**src/rtl/smft_pkg.sv**
```systemverilog
package smft_pkg;

  localparam int CMD_W  = 8;
  localparam int ADDR_W = 24;
  localparam int DATA_W = 32;
  localparam int RD_W   = 32;
  localparam int DIV_W  = 8;

  localparam int FRAME_BITS_DEF   = 64;
  localparam int READ_BITS_DEF    = 32;
  localparam int ADDRESS_BITS_DEF = 24;

  localparam logic [DIV_W-1:0] HALF_PERIOD_RST = 8'd5;
  localparam logic [CMD_W-1:0] CMD_WRITE       = 8'h00;

  typedef enum logic [3:0] {
    PH_IDLE   = 4'b0001,
    PH_ENABLE = 4'b0010,
    PH_DATA   = 4'b0100,
    PH_WAIT   = 4'b1000
  } phase_t;

  typedef struct packed {
    logic              start_req;
    logic [CMD_W-1:0]  command;
    logic [ADDR_W-1:0] address;
    logic [DATA_W-1:0] write_data;
    logic              miso_bit;
  } in_word_t;

  typedef struct packed {
    logic            chip_select_n;
    logic            serial_clock;
    logic            mosi_bit;
    logic            ready_res;
    logic [RD_W-1:0] read_data;
    logic            done_res;
  } out_word_t;

endpackage

```
**src/rtl/smft_core.sv**
```systemverilog
module smft_core #(
  parameter int FRAME_BITS   = smft_pkg::FRAME_BITS_DEF,
  parameter int READ_BITS    = smft_pkg::READ_BITS_DEF,
  parameter int ADDRESS_BITS = smft_pkg::ADDRESS_BITS_DEF
) (
  input  logic                           clk,
  input  logic                           rst_n,
  input  logic                           cfg_write_en,
  input  logic [smft_pkg::DIV_W-1:0]     cfg_write_data,
  input  logic                           step,
  input  smft_pkg::in_word_t             in_word,
  output smft_pkg::out_word_t            result
);

  localparam int DATA_BITS  = FRAME_BITS - smft_pkg::CMD_W - ADDRESS_BITS;
  localparam int CMD_LSB    = FRAME_BITS - smft_pkg::CMD_W;
  localparam int BI_W       = $clog2(FRAME_BITS);
  localparam int READ_START = (READ_BITS >= FRAME_BITS) ? 0 : FRAME_BITS - READ_BITS;
  localparam logic [BI_W-1:0] READ_START_IDX = BI_W'(READ_START);
  localparam logic [BI_W-1:0] LAST_IDX       = BI_W'(FRAME_BITS - 1);

  logic [smft_pkg::DIV_W-1:0] half_period_r;
  smft_pkg::phase_t           phase_r, phase_nxt;
  logic [smft_pkg::DIV_W-1:0] div_r, div_nxt;
  logic                       sck_r, sck_nxt;
  logic [FRAME_BITS-1:0]      tx_r, tx_nxt;
  logic [BI_W-1:0]            bit_idx_r, bit_idx_nxt;
  logic [READ_BITS-1:0]       rx_r, rx_nxt;
  logic                       done;

  logic [FRAME_BITS-1:0]      frame;
  logic                       is_write;
  logic [smft_pkg::DIV_W-1:0] hp;
  logic                       div_end;

  assign is_write = (in_word.command == smft_pkg::CMD_WRITE);

  for (genvar i = 0; i < FRAME_BITS; i++) begin : g_frame
    if (i >= CMD_LSB) begin : g_cmd
      assign frame[i] = in_word.command[i - CMD_LSB];
    end else if (i >= DATA_BITS) begin : g_addr
      assign frame[i] = in_word.address[i - DATA_BITS];
    end else if (i < smft_pkg::DATA_W) begin : g_data
      assign frame[i] = is_write & in_word.write_data[i];
    end else begin : g_zero
      assign frame[i] = 1'b0;
    end
  end

  assign hp      = (half_period_r == '0) ? smft_pkg::DIV_W'(1) : half_period_r;
  assign div_end = ({1'b0, div_r} + 9'd1) >= {1'b0, hp};

  always_comb begin
    phase_nxt   = phase_r;
    div_nxt     = div_r;
    sck_nxt     = sck_r;
    tx_nxt      = tx_r;
    bit_idx_nxt = bit_idx_r;
    rx_nxt      = rx_r;
    done        = 1'b0;
    case (phase_r)
      smft_pkg::PH_IDLE: begin
        if (in_word.start_req) begin
          tx_nxt      = frame;
          bit_idx_nxt = '0;
          div_nxt     = '0;
          sck_nxt     = 1'b0;
          rx_nxt      = '0;
          phase_nxt   = smft_pkg::PH_ENABLE;
        end
      end
      smft_pkg::PH_ENABLE: begin
        div_nxt   = '0;
        sck_nxt   = 1'b0;
        phase_nxt = smft_pkg::PH_DATA;
      end
      smft_pkg::PH_DATA: begin
        if (div_end) begin
          div_nxt = '0;
          if (!sck_r) begin
            sck_nxt = 1'b1;
            if (bit_idx_r >= READ_START_IDX) begin
              rx_nxt = {rx_r[READ_BITS-2:0], in_word.miso_bit};
            end
          end else begin
            sck_nxt = 1'b0;
            tx_nxt  = {tx_r[FRAME_BITS-2:0], 1'b0};
            if (bit_idx_r == LAST_IDX) begin
              bit_idx_nxt = '0;
              phase_nxt   = smft_pkg::PH_WAIT;
            end else begin
              bit_idx_nxt = bit_idx_r + BI_W'(1);
            end
          end
        end else begin
          div_nxt = div_r + smft_pkg::DIV_W'(1);
        end
      end
      default: begin
        div_nxt   = '0;
        sck_nxt   = 1'b0;
        phase_nxt = smft_pkg::PH_IDLE;
        done      = 1'b1;
      end
    endcase
  end

  always_comb begin
    result.chip_select_n = (phase_nxt == smft_pkg::PH_IDLE);
    result.serial_clock  = (phase_nxt == smft_pkg::PH_DATA) & sck_nxt;
    result.mosi_bit      = (phase_nxt == smft_pkg::PH_DATA) & tx_nxt[FRAME_BITS-1];
    result.ready_res     = (phase_nxt == smft_pkg::PH_IDLE);
    result.read_data     = smft_pkg::RD_W'(rx_nxt);
    result.done_res      = done;
  end

  always_ff @(posedge clk) begin
    if (!rst_n) begin
      half_period_r <= smft_pkg::HALF_PERIOD_RST;
      phase_r       <= smft_pkg::PH_IDLE;
      div_r         <= '0;
      sck_r         <= 1'b0;
      tx_r          <= '0;
      bit_idx_r     <= '0;
      rx_r          <= '0;
    end else begin
      if (cfg_write_en) begin
        half_period_r <= cfg_write_data;
      end
      if (step) begin
        phase_r   <= phase_nxt;
        div_r     <= div_nxt;
        sck_r     <= sck_nxt;
        tx_r      <= tx_nxt;
        bit_idx_r <= bit_idx_nxt;
        rx_r      <= rx_nxt;
      end
    end
  end

endmodule

```
**src/rtl/spi_master_frame_transfer.sv**
```systemverilog
// Channel  Ports                            Word
// input    in_valid, in_stall, in_word      start_req, command, address, write_data, miso_bit
// result   out_valid, out_stall, out_word   chip_select_n, serial_clock, mosi_bit,
//                                           ready_res, read_data, done_res
// config   cfg_write_en, cfg_write_data     half_period_cycles
//
// One word in, one registered word out; a new word every cycle while in_stall is low.
// The serial state advances once per accepted word, in the same cycle.
// Results pass through a two-entry output buffer; in_stall rises only when both are full.
// Synchronous reset clears the serial state, sets half_period_cycles to 5 and empties
// the buffer.
module spi_master_frame_transfer #(
  parameter int FRAME_BITS   = smft_pkg::FRAME_BITS_DEF,
  parameter int READ_BITS    = smft_pkg::READ_BITS_DEF,
  parameter int ADDRESS_BITS = smft_pkg::ADDRESS_BITS_DEF
) (
  input  logic                       clk,
  input  logic                       rst_n,
  input  logic                       in_valid,
  output logic                       in_stall,
  input  smft_pkg::in_word_t         in_word,
  output logic                       out_valid,
  input  logic                       out_stall,
  output smft_pkg::out_word_t        out_word,
  input  logic                       cfg_write_en,
  input  logic [smft_pkg::DIV_W-1:0] cfg_write_data
);

  logic                push;
  logic                pop;
  smft_pkg::out_word_t result;

  logic                head_valid_r;
  smft_pkg::out_word_t head_r;
  logic                skid_valid_r;
  smft_pkg::out_word_t skid_r;

  assign in_stall  = skid_valid_r;
  assign push      = in_valid & ~skid_valid_r;
  assign pop       = head_valid_r & ~out_stall;
  assign out_valid = head_valid_r;
  assign out_word  = head_r;

  smft_core #(
    .FRAME_BITS  (FRAME_BITS),
    .READ_BITS   (READ_BITS),
    .ADDRESS_BITS(ADDRESS_BITS)
  ) u_core (
    .clk           (clk),
    .rst_n         (rst_n),
    .cfg_write_en  (cfg_write_en),
    .cfg_write_data(cfg_write_data),
    .step          (push),
    .in_word       (in_word),
    .result        (result)
  );

  always_ff @(posedge clk) begin
    if (!rst_n) begin
      head_valid_r <= 1'b0;
      skid_valid_r <= 1'b0;
    end else begin
      if (pop || !head_valid_r) begin
        head_valid_r <= skid_valid_r | push;
        skid_valid_r <= 1'b0;
      end else if (push) begin
        skid_valid_r <= 1'b1;
      end
    end
  end

  always_ff @(posedge clk) begin
    if (pop || !head_valid_r) begin
      head_r <= skid_valid_r ? skid_r : result;
    end else if (push) begin
      skid_r <= result;
    end
  end

endmodule
```
**config.mk**
```make
export PLATFORM = sky130hd
export DESIGN_NAME = spi_master_frame_transfer
export DESIGN_NICKNAME = d
export VERILOG_FILES = /design/src/rtl/smft_pkg.sv /design/src/rtl/smft_core.sv /design/src/rtl/spi_master_frame_transfer.sv
export SDC_FILE = /design/constraint.sdc
export NUM_CORES = 1
export LEC_CHECK = 0
export ABC_AREA = 1
export BUFFER_PORTS_ARGS = -buffer_cell sky130_fd_sc_hd__clkbuf_2
export CORE_UTILIZATION = 45
export CTS_CLUSTER_DIAMETER = 50
export DETAILED_ROUTE_END_ITERATION = 10
export HOLD_SLACK_MARGIN = 0.15
export PLACE_DENSITY = 0.61
export SYNTH_ARGS = -nofsm -noshare
export SYNTH_HDL_FRONTEND = slang
export SYNTH_SLANG_ARGS = --single-unit
```
**constraint.sdc**
```tcl
create_clock -name clk -period 7.7 [get_ports clk]
set_input_delay 0.77 -clock clk [delete_from_list [all_inputs] [get_ports clk]]
set_output_delay 0.77 -clock clk [all_outputs]
set_load 0.03 [all_outputs]
```
Word-level counts from Yosys, hierarchy flattened:

Index checks and enable logic that the tools add are counted.

* flip-flop bits (word level): 198

* $lt $le $gt $ge: 2
* mux-type cells: 29
* eq/ne operators: 9
* add/subtract/negate cells: 3
* reduce and logical (&&, ||, !) cells: 10
* bitwise operators: 41

Operator list (count)
* $mux W64: 3
* $mux W32: 4
* $pmux W64 S2: 1
* $pmux W32 S2: 1
* $mux W37: 1
* $and A1 B1 Y1: 36
* $mux W6: 4
* $mux W8: 3
* $logic_not A8 Y1: 2
* $mux W4: 4
* $pmux W8 S2: 1
* $pmux W4 S3: 1
* $pmux W6 S2: 1
* $add A8 B1 Y9 const B: 1
* $ge A9 B8 Y1: 1
* $add A8 B1 Y8 const B: 1
* $eq A4 B1 Y1 const B: 2
* $eq A4 B3 Y1 const B: 2
* $add A6 B1 Y6 const B: 1
* $eq A6 B6 Y1 const B: 1
* $ge A6 B6 Y1 const B: 1
* $reduce_and A5 Y1: 1
* $eq A4 B2 Y1 const B: 1
* $mux W1: 4
* other kinds (11): 16

Logic depth before layout (Yosys ltp):

Gate-level depths: netlist (run 1).

* depth after elaboration: 8
* depth in mapped cells: 21
* depth with buffers taken out: 19

Modules after synthesis:

From an unflattened synthesis (run 1), not the netlist that was laid out.

* cell total of the unflattened synthesis: 1499
* area, all modules: 10602.7 sq um

By module, submodules not included
* smft_core: area each 7592.3 sq um, cells an instance 1294, times used 1, sequential area each 2462.4 sq um
* spi_master_frame_transfer: area each 3010.4 sq um, cells an instance 205, times used 1, sequential area each 2262.2 sq um

Worst setup path before layout (run 1):

No wires, ideal clock.

* path type: input port to flip-flop
* from: input out_stall
* to: register skid_r[0] (netlist bit), enable pin
* data arrival time: 3.241 ns
* path slack: 4.029 ns
* stages: 2
* buffers on the path: 0
* cells stage by stage: nand2_1 -> nor2_1

* longest elaborated chain between the ends: 5

RTL lines
* start: declaration: line spi_master_frame_transfer.sv:23 `input logic out_stall,`
* $not A1 Y1: line spi_master_frame_transfer.sv:40 `assign pop = head_valid_r & ~out_stall;`
* $and A1 B1 Y1: line spi_master_frame_transfer.sv:40
* $logic_or A1 B1 Y1: line spi_master_frame_transfer.sv:73 `if (pop || !head_valid_r) begin`
* $not A1 Y1 (no line)
* $reduce_and A2 Y1 (no line)
* end signal: assignment: line spi_master_frame_transfer.sv:76 `skid_r <= result;`
* end: declaration: line spi_master_frame_transfer.sv:36 `smft_pkg::out_word_t skid_r;`

No other way between the ends.
A chain may end at the register's enable or synchronous reset.

Worst setup path in the final report (run 1):

* from: register u_core.div_r[2] (netlist bit)
* to: register u_core.tx_r[50]

* longest elaborated chain between the ends: 4

RTL lines
* start: declaration: line smft_core.sv:24 `logic [smft_pkg::DIV_W-1:0] div_r, div_nxt;`
* start signal: assignment: line smft_core.sv:132 `div_r <= div_nxt;`
* $add A8 B1 Y9: line smft_core.sv:51 `assign div_end = ({1'b0, div_r} + 9'd1) >= {1'b0, hp};`
* $ge A9 B8 Y1: line smft_core.sv:51
* $ne A2 B1 Y1 (no line)
* $reduce_and A5 Y1 (no line)
* end signal: assignment: line smft_core.sv:134 `tx_r <= tx_nxt;`
* end: declaration: line smft_core.sv:26 `logic [FRAME_BITS-1:0] tx_r, tx_nxt;`

No other way between the ends.

==> impl_metrics.csv, run 1 <==
group,metric,value,unit
setup_path,cp.required,8.03,ns
clock_tree,cts_setup_buffers,0,
global_route,gr-usage-met2,0.348,
setup_path,slowest_stage,"a21oi_4",
power,pwr-share-seq,0.493,
global_route,antenna_found_initial,0,
die,fp.dieH,155,µm
timing,whs,0.460,ns
setup_path,critPathArrivalTime,5.17,ns
timing,hold_violations,0,
clock_tree,path_clk_slew,0.07,ns
timing,maxSlewHeadroom,0.248,
timing,maxSlewViolCount,0,
setup_path,path_cells,"nand2_1, nor2_1, nand4_1, nor2_1, xor2_1, ha_1, a21oi_4, nand2_2, nand2_4, nand2_8, nand2_4, buf_4, nand2_1, nand2_1, nor2_1",
synth,synthTopCellsByCount,"nand2_1 (480), nor2_1 (175), inv_1 (171)",
power,powerDensity,208,nW/µm²
clock_tree,cts.sinks,197,
routing,wl_per_cell,12.7,µm
power,swShare,0.290,
clock_tree,clk_latency,0.44,ns
timing,worst_slew_pin_slew,1.13,ns
synth,yosys_register_bits,197,
global_route,grt_pass1_vias,8526,
power,p_total,2.45,mW
timing,fin_tns_setup,0,ns
die,rows,55,
setup_path,path_class,"register to register",
die,core,22800,µm²
routing,wl,24300,µm
run,drv_cap,0,
clock_tree,cts_root_buf,"clkbuf_16",
global_route,top_usage_layer,"met2",
routing,drtIter0Drc,678,
setup_path,worstPathMaxFanout,64,
die,initial_core_util,0.464,
clock_tree,cts_resized,0,
synth,synthCells,1539,
routing,dr.pass1.iters,5,
setup_path,start_kind,"register",
die,io_pins,118,
routing,postRouteAntennaNets,0,
place,place_hpwl,14400,µm
final_layout,final_util,0.515,
status,status,"complete, no violations",
clock_tree,postCtsHoldBufs,0,
die,die_w,155,µm
synth,syn_nets,1629,
power,ir_drop,0.139,mV
setup_path,crit_buf_inv,1,
power,pwr-share-clk,0.344,
global_route,grt_max_degree,99,
synth,seq_area_frac_synth,0.440,
synth,yosys_most_used_dff,"dfxtp_1",
timing,fin_crit_sh,0.628,
power,intPower,1.74,mW
synth,ys_types,37,
synth,synth_top_area_frac,0.236,
synth,synth_area_leaders,"dfxtp_1 (24%), edfxtp_1 (20%), nand2_1 (17%)",
global_route,global_route.usage.met1,0.278,
clock_tree,htree_levels,4,
place,io_buffers,117,
die,design.die.area,24200,µm²
global_route,gr-usage-met3,0.0373,
synth,yosys.area.top_type,"dfxtp_1",
timing,rsz0062_at_grt,"no",
clock_tree,cts_tree,"done",
global_route,overflow,0,
setup_path,cpPeakStageDelay,0.75,ns
setup_path,crit_path_end_kind,"register",
global_route,gr-usage-all-layers,0.208,
timing,finalCriticalPeriod,4.84,ns
setup_path,critPathTopFamily,"simple AND/OR/NAND/NOR gates",
routing,drcViolationCount,0,
timing,clock_skew,0.0155,ns
clock_tree,cts_buffers,17,
synth,synthArstFlopShare,0,
place,gp_congestion,0.786,
power,switching_power,0.709,mW
synth,yosys_warnings,0,
synth,synth_area,10600,µm²
min_path,hold_path_class,"register to register",
synth,syn_area_per_cell,6.88,µm²
power,leakage,5.60,nW
power,combPwrFrac,0.164,
clock_tree,cts_max_path_buffers,2,
timing,setup_viol,0,
global_route,grt_pass1_wl,41000,µm
final_layout,area_growth,11.1,%
synth,synth.most_common_cell,"nand2_1",
routing,dr_total_vias,9418,
timing,clock.fmax,207,MHz
synth,synth_edf_count,72,
final_layout,drive_above_1_share,0.107,
routing,viasPerCell,4.92,
final_layout,diodes,0,
final_layout,final_nets,1680,
worst paths after layout:
| kind | endpoint | depth (start not counted) | startpoint | slack (ns) |
|---|---|---|---|---|
| setup reg to reg | u_core.tx_r[50]$_SDFFE_PN0P_ | 15 | u_core.div_r[2]$_SDFFE_PN0P_ | 2.86 |
| setup / recovery | u_core.tx_r[50]$_SDFFE_PN0P_ | 15 | u_core.div_r[2]$_SDFFE_PN0P_ | 2.86 |
| hold / removal | u_core.half_period_r[0]$_SDFFE_PN1P_ | 2 | u_core.half_period_r[0]$_SDFFE_PN1P_ | 0.46 |
| hold reg to reg | u_core.half_period_r[0]$_SDFFE_PN1P_ | 2 | u_core.half_period_r[0]$_SDFFE_PN1P_ | 0.46 |
layout by cell type (no fill, tap or decap), types with 7 or more instances in the layout:
| cell type | instances |
|---|---|
| a31oi_1 | 34 |
| o21bai_1 | 19 |
| buf_4 | 11 |
| nand3_1 | 114 |
| o21ai_0 | 162 |
| inv_1 | 171 |
| ha_1 | 11 |
| a21oi_1 | 41 |
| clkbuf_2 | 116 |
| edfxtp_1 | 72 |
| clkbuf_16 | 17 |
| dfxtp_1 | 124 |
| nand2_1 | 479 |
| clkinv_1 | 7 |
| nor2_1 | 174 |
per-stage QoR:
step           setup slack (ns)  area (µm²)  std cells
2_1_floorplan              4.03       10600       1539
3_3_place_gp               2.90       11200       1884
3_5_place_dp               2.81       11200       1884
4_1_cts                    2.80       11800       1916
5_1_grt                    2.21       11800       1916
6_report                   2.86       11800       1916
metal layers:
metal	share of wire	wire, µm
met5	0	0
met4	0.0057	138
met3	0.051	1240
met2	0.46	11100
met1	0.49	11800
state kept, by name (all words and copies together) (netlist names):
name                  flops
u_core.tx_r              64
out_word                 36
skid_r                   36
u_core.rx_r              32
u_core.div_r              8
u_core.half_period_r      8
u_core.bit_idx_r          6
u_core.phase_r            4
in_stall                  1
out_valid                 1
u_core.sck_r              1
power groups by stage:
stage / combinational (mW) / sequential [mW] / clock [mW]
final: 0.400 / 1.21 / 0.841
after global placement: 0.397 / 1.23 / 0
after global routing: 0.458 / 1.22 / 0.897
after floorplan: 0.263 / 1.27 / 0
after detailed placement: 0.403 / 1.23 / 0
after CTS: 0.405 / 1.21 / 0.860
layout make-up:
| cell class | count | area [µm²] |
|---|---|---|
| repair buffers | 128 | 668 |
| fillers | 2307 | 11100 |
| clock inverters | 13 | 109 |
| clock buffers | 19 | 433 |
| flip-flops and latches | 197 | 4670 |
| well taps | 313 | 392 |
| multi-input cells | 1070 | 4840 |
| inverters | 176 | 661 |
tightest hold or removal path, cell delays in order (launching register included):
cell     delay [ns]
dfxtp_1        0.33
nand2_1        0.05
nand3_1        0.05
cell families (layout without fill, tap and decap cells):
kind of cell / count (synthesis) / in the layout / synth area share
flops: 197 / 197 / 0.440
compound gates: 260 / 260 / 0.133
simple gates: 793 / 793 / 0.304
fa+ha+maj: 11 / 11 / 0.0130
xor+xnor: 6 / 6 / 0.00496
buf+inv: 272 / 336 / 0.104
Power figures use the tool's default switching activity.
==> inputs of run 2 (changes only) <==
--- a/config.mk
+++ b/config.mk
@@ -11,7 +11,7 @@
 export CTS_CLUSTER_DIAMETER = 50
 export DETAILED_ROUTE_END_ITERATION = 10
 export HOLD_SLACK_MARGIN = 0.15
-export PLACE_DENSITY = 0.61
+export PLACE_DENSITY = 0.63
 export SYNTH_ARGS = -nofsm -noshare
 export SYNTH_HDL_FRONTEND = slang
 export SYNTH_SLANG_ARGS = --single-unit
==> constraint.sdc (replaced) <==
create_clock -name clk -period 4.35 [get_ports clk]
set_input_delay 0.435 -clock clk [delete_from_list [all_inputs] [get_ports clk]]
set_output_delay 0.435 -clock clk [all_outputs]
set_load 0.03 [all_outputs]
==> run 2 against run 1 <==
Compared with the run above:
- wire length up 2.7%
- register-to-register slack worse by 1.5 ns
- setup slack lost 1.5 ns
- highest routed layer unchanged
- clock skew increased by 0.0022 ns
- critical path depth increased by 3
- die area unchanged
- first-iteration DRC count fell by 16%
- critical path type unchanged
- combinational power rose by 78%
==> impl_metrics.csv, run 2 (synthesis results as in run 1) <==
group,metric,value,unit
status,status,"complete, no violations",
setup_path,setup.worst_path.start,"u_core.div_r[0]$_SDFFE_PN0P_",
die,design.die.area,24200,µm²
timing,clock.fmax,330,MHz
routing,drcViolationCount,0,
setup_path,r2r-start,"u_core.div_r[0]$_SDFFE_PN0P_",
setup_path,critPathTopFamily,"simple AND/OR/NAND/NOR gates",
timing,setup_viol,0,
routing,viasPerCell,4.96,
global_route,grt_pass1_wl,41700,µm
final_layout,final_area,11900,µm²
run,drv_cap,0,
final_layout,final_util,0.520,
routing,dr.pass1.iters,5,
place,gp_congestion,0.801,
clock_tree,cts_setup_buffers,0,
clock_tree,clk_latency,0.45,ns
setup_path,critPathArrivalTime,3.37,ns
die,initial_core_util,0.464,
routing,postRouteAntennaNets,0,
setup_path,start_kind,"register",
die,die_w,155,µm
global_route,overflow,0,
final_layout,area_growth,12.1,%
power,powerDensity,374,nW/µm²
setup_path,cpMostUsedCell,"nand2_1",
place,place_hpwl,14800,µm
die,io_pins,118,
power,p_total,4.45,mW
final_layout,fillers,2309,
setup_path,worstPathMaxFanout,54,
place,post-place-ws,1.33,ns
clock_tree,cts_root_buf,"clkbuf_16",
routing,wl_per_cell,13.0,µm
final_layout,largest_reg_flops,64,
place,dpl.cell_count,1892,
timing,maxSlewHeadroom,0.236,
timing,rsz0062_at_grt,"no",
setup_path,path_class,"register to register",
power,ir_drop,0.233,mV
die,rows,55,
timing,hold_violations,0,
final_layout,diodes,0,
clock_tree,postCtsHoldBufs,0,
clock_tree,cts_tree,"done",
clock_tree,cts_buffers,17,
setup_path,r2r_cells,18,
timing,fin_tns_setup,0,ns
timing,finalCriticalPeriod,3.03,ns
min_path,min_path_cells,3,
setup_path,worstSetupPathDepth,18,
global_route,gr-usage-all-layers,0.214,
final_layout,finalNonFillerCells,1924,
global_route,grt_pass1_vias,8530,
global_route,grt_max_degree,68,
final_layout,top_register,"u_core.tx_r",
timing,fin_crit_sh,0.697,
place,io_buffers,117,
clock_tree,htree_levels,4,
setup_path,path_cells,"ha_1, nand3_1, nor2_1, nand2_2, xor2_1, inv_1, ha_1, a21oi_1, nand2_1, nand2_1, nand2_2, nand2_4, nand2_8, nand2_4, buf_4, nand2_1, nand2_1, nor2_1",
setup_path,crit_path_end_kind,"register",
setup_path,cpPeakStageDelay,0.44,ns
power,leakage,5.67,nW
routing,wl,24900,µm
routing,dr_total_vias,9540,
die,core,22800,µm²
setup_path,cp.required,4.69,ns
die,fp.dieH,155,µm
timing,maxSlewViolCount,0,
timing,whs,0.220,ns
place,placed_area,11300,µm²
clock_tree,cts_max_path_buffers,2,
timing,fin_ws,1.32,ns
setup_path,crit_buf_inv,2,
global_route,antenna_found_initial,0,
final_layout,drive_above_1_share,0.115,
timing,clock_skew,0.0176,ns
min_path,hold_path_class,"primary input to register",
final_layout,layout_common_cells,"nand2_1 (479), nor2_1 (174), inv_1 (171), o21ai_0 (162), dfxtp_1 (124)",
clock_tree,cts_resized,0,
min_path,min_from,"cfg_write_data[2]",
setup_path,slowest_stage,"nand2_4",
final_layout,final_common_cell,"nand2_1",
routing,drtIter0Drc,567,
clock_tree,cts.sinks,197,
timing,worst_slew_pin_slew,1.15,ns
clock_tree,path_clk_slew,0.07,ns
final_layout,final_nets,1688,
-- run 2: tightest hold or removal path, delay by kind of cell --
family | cells | cell delay [ns]
AO/OA/AOI/OAI | 2 | 0.11
buffers and inverters | 1 | 0.08
-- run 2: power by group --
| group | internal, mW | switching, mW | leakage, nW |
|---|---|---|---|
| clock network | 0.820 | 0.772 | 0.294 |
| logic | 0.232 | 0.482 | 3.60 |
| registers | 2.06 | 0.0772 | 1.78 |
-- run 2: final timing paths --
check                                          to  slack [ns]
max                  u_core.tx_r[58]$_SDFFE_PN0P_        1.32
min          u_core.half_period_r[2]$_SDFFE_PN1P_        0.22
max reg2reg          u_core.tx_r[58]$_SDFFE_PN0P_        1.32
min reg2reg  u_core.half_period_r[0]$_SDFFE_PN1P_        0.47
-- run 2: area by class of cell --
| type | instances | area, µm² | share of cell area |
|---|---|---|---|
| multi-input combinational | 1070 | 4840 | 0.407 |
| sequential | 197 | 4670 | 0.393 |
| timing repair buffer | 136 | 728 | 0.0613 |
| inverter | 176 | 661 | 0.0556 |
| clock buffer | 17 | 425 | 0.0358 |
| tap | 313 | 392 | 0.0330 |
| clock inverter | 15 | 164 | 0.0138 |
-- run 2: metal layers --
metal,up-vias,wire length [µm],track usage,share of wire
met4,0,318,0.0574,0.013
li1,5016,-,-,-
met1,4247,11900,0.292,0.48
met2,251,11300,0.346,0.45
met3,26,1440,0.0387,0.058
met5,-,0,0,0
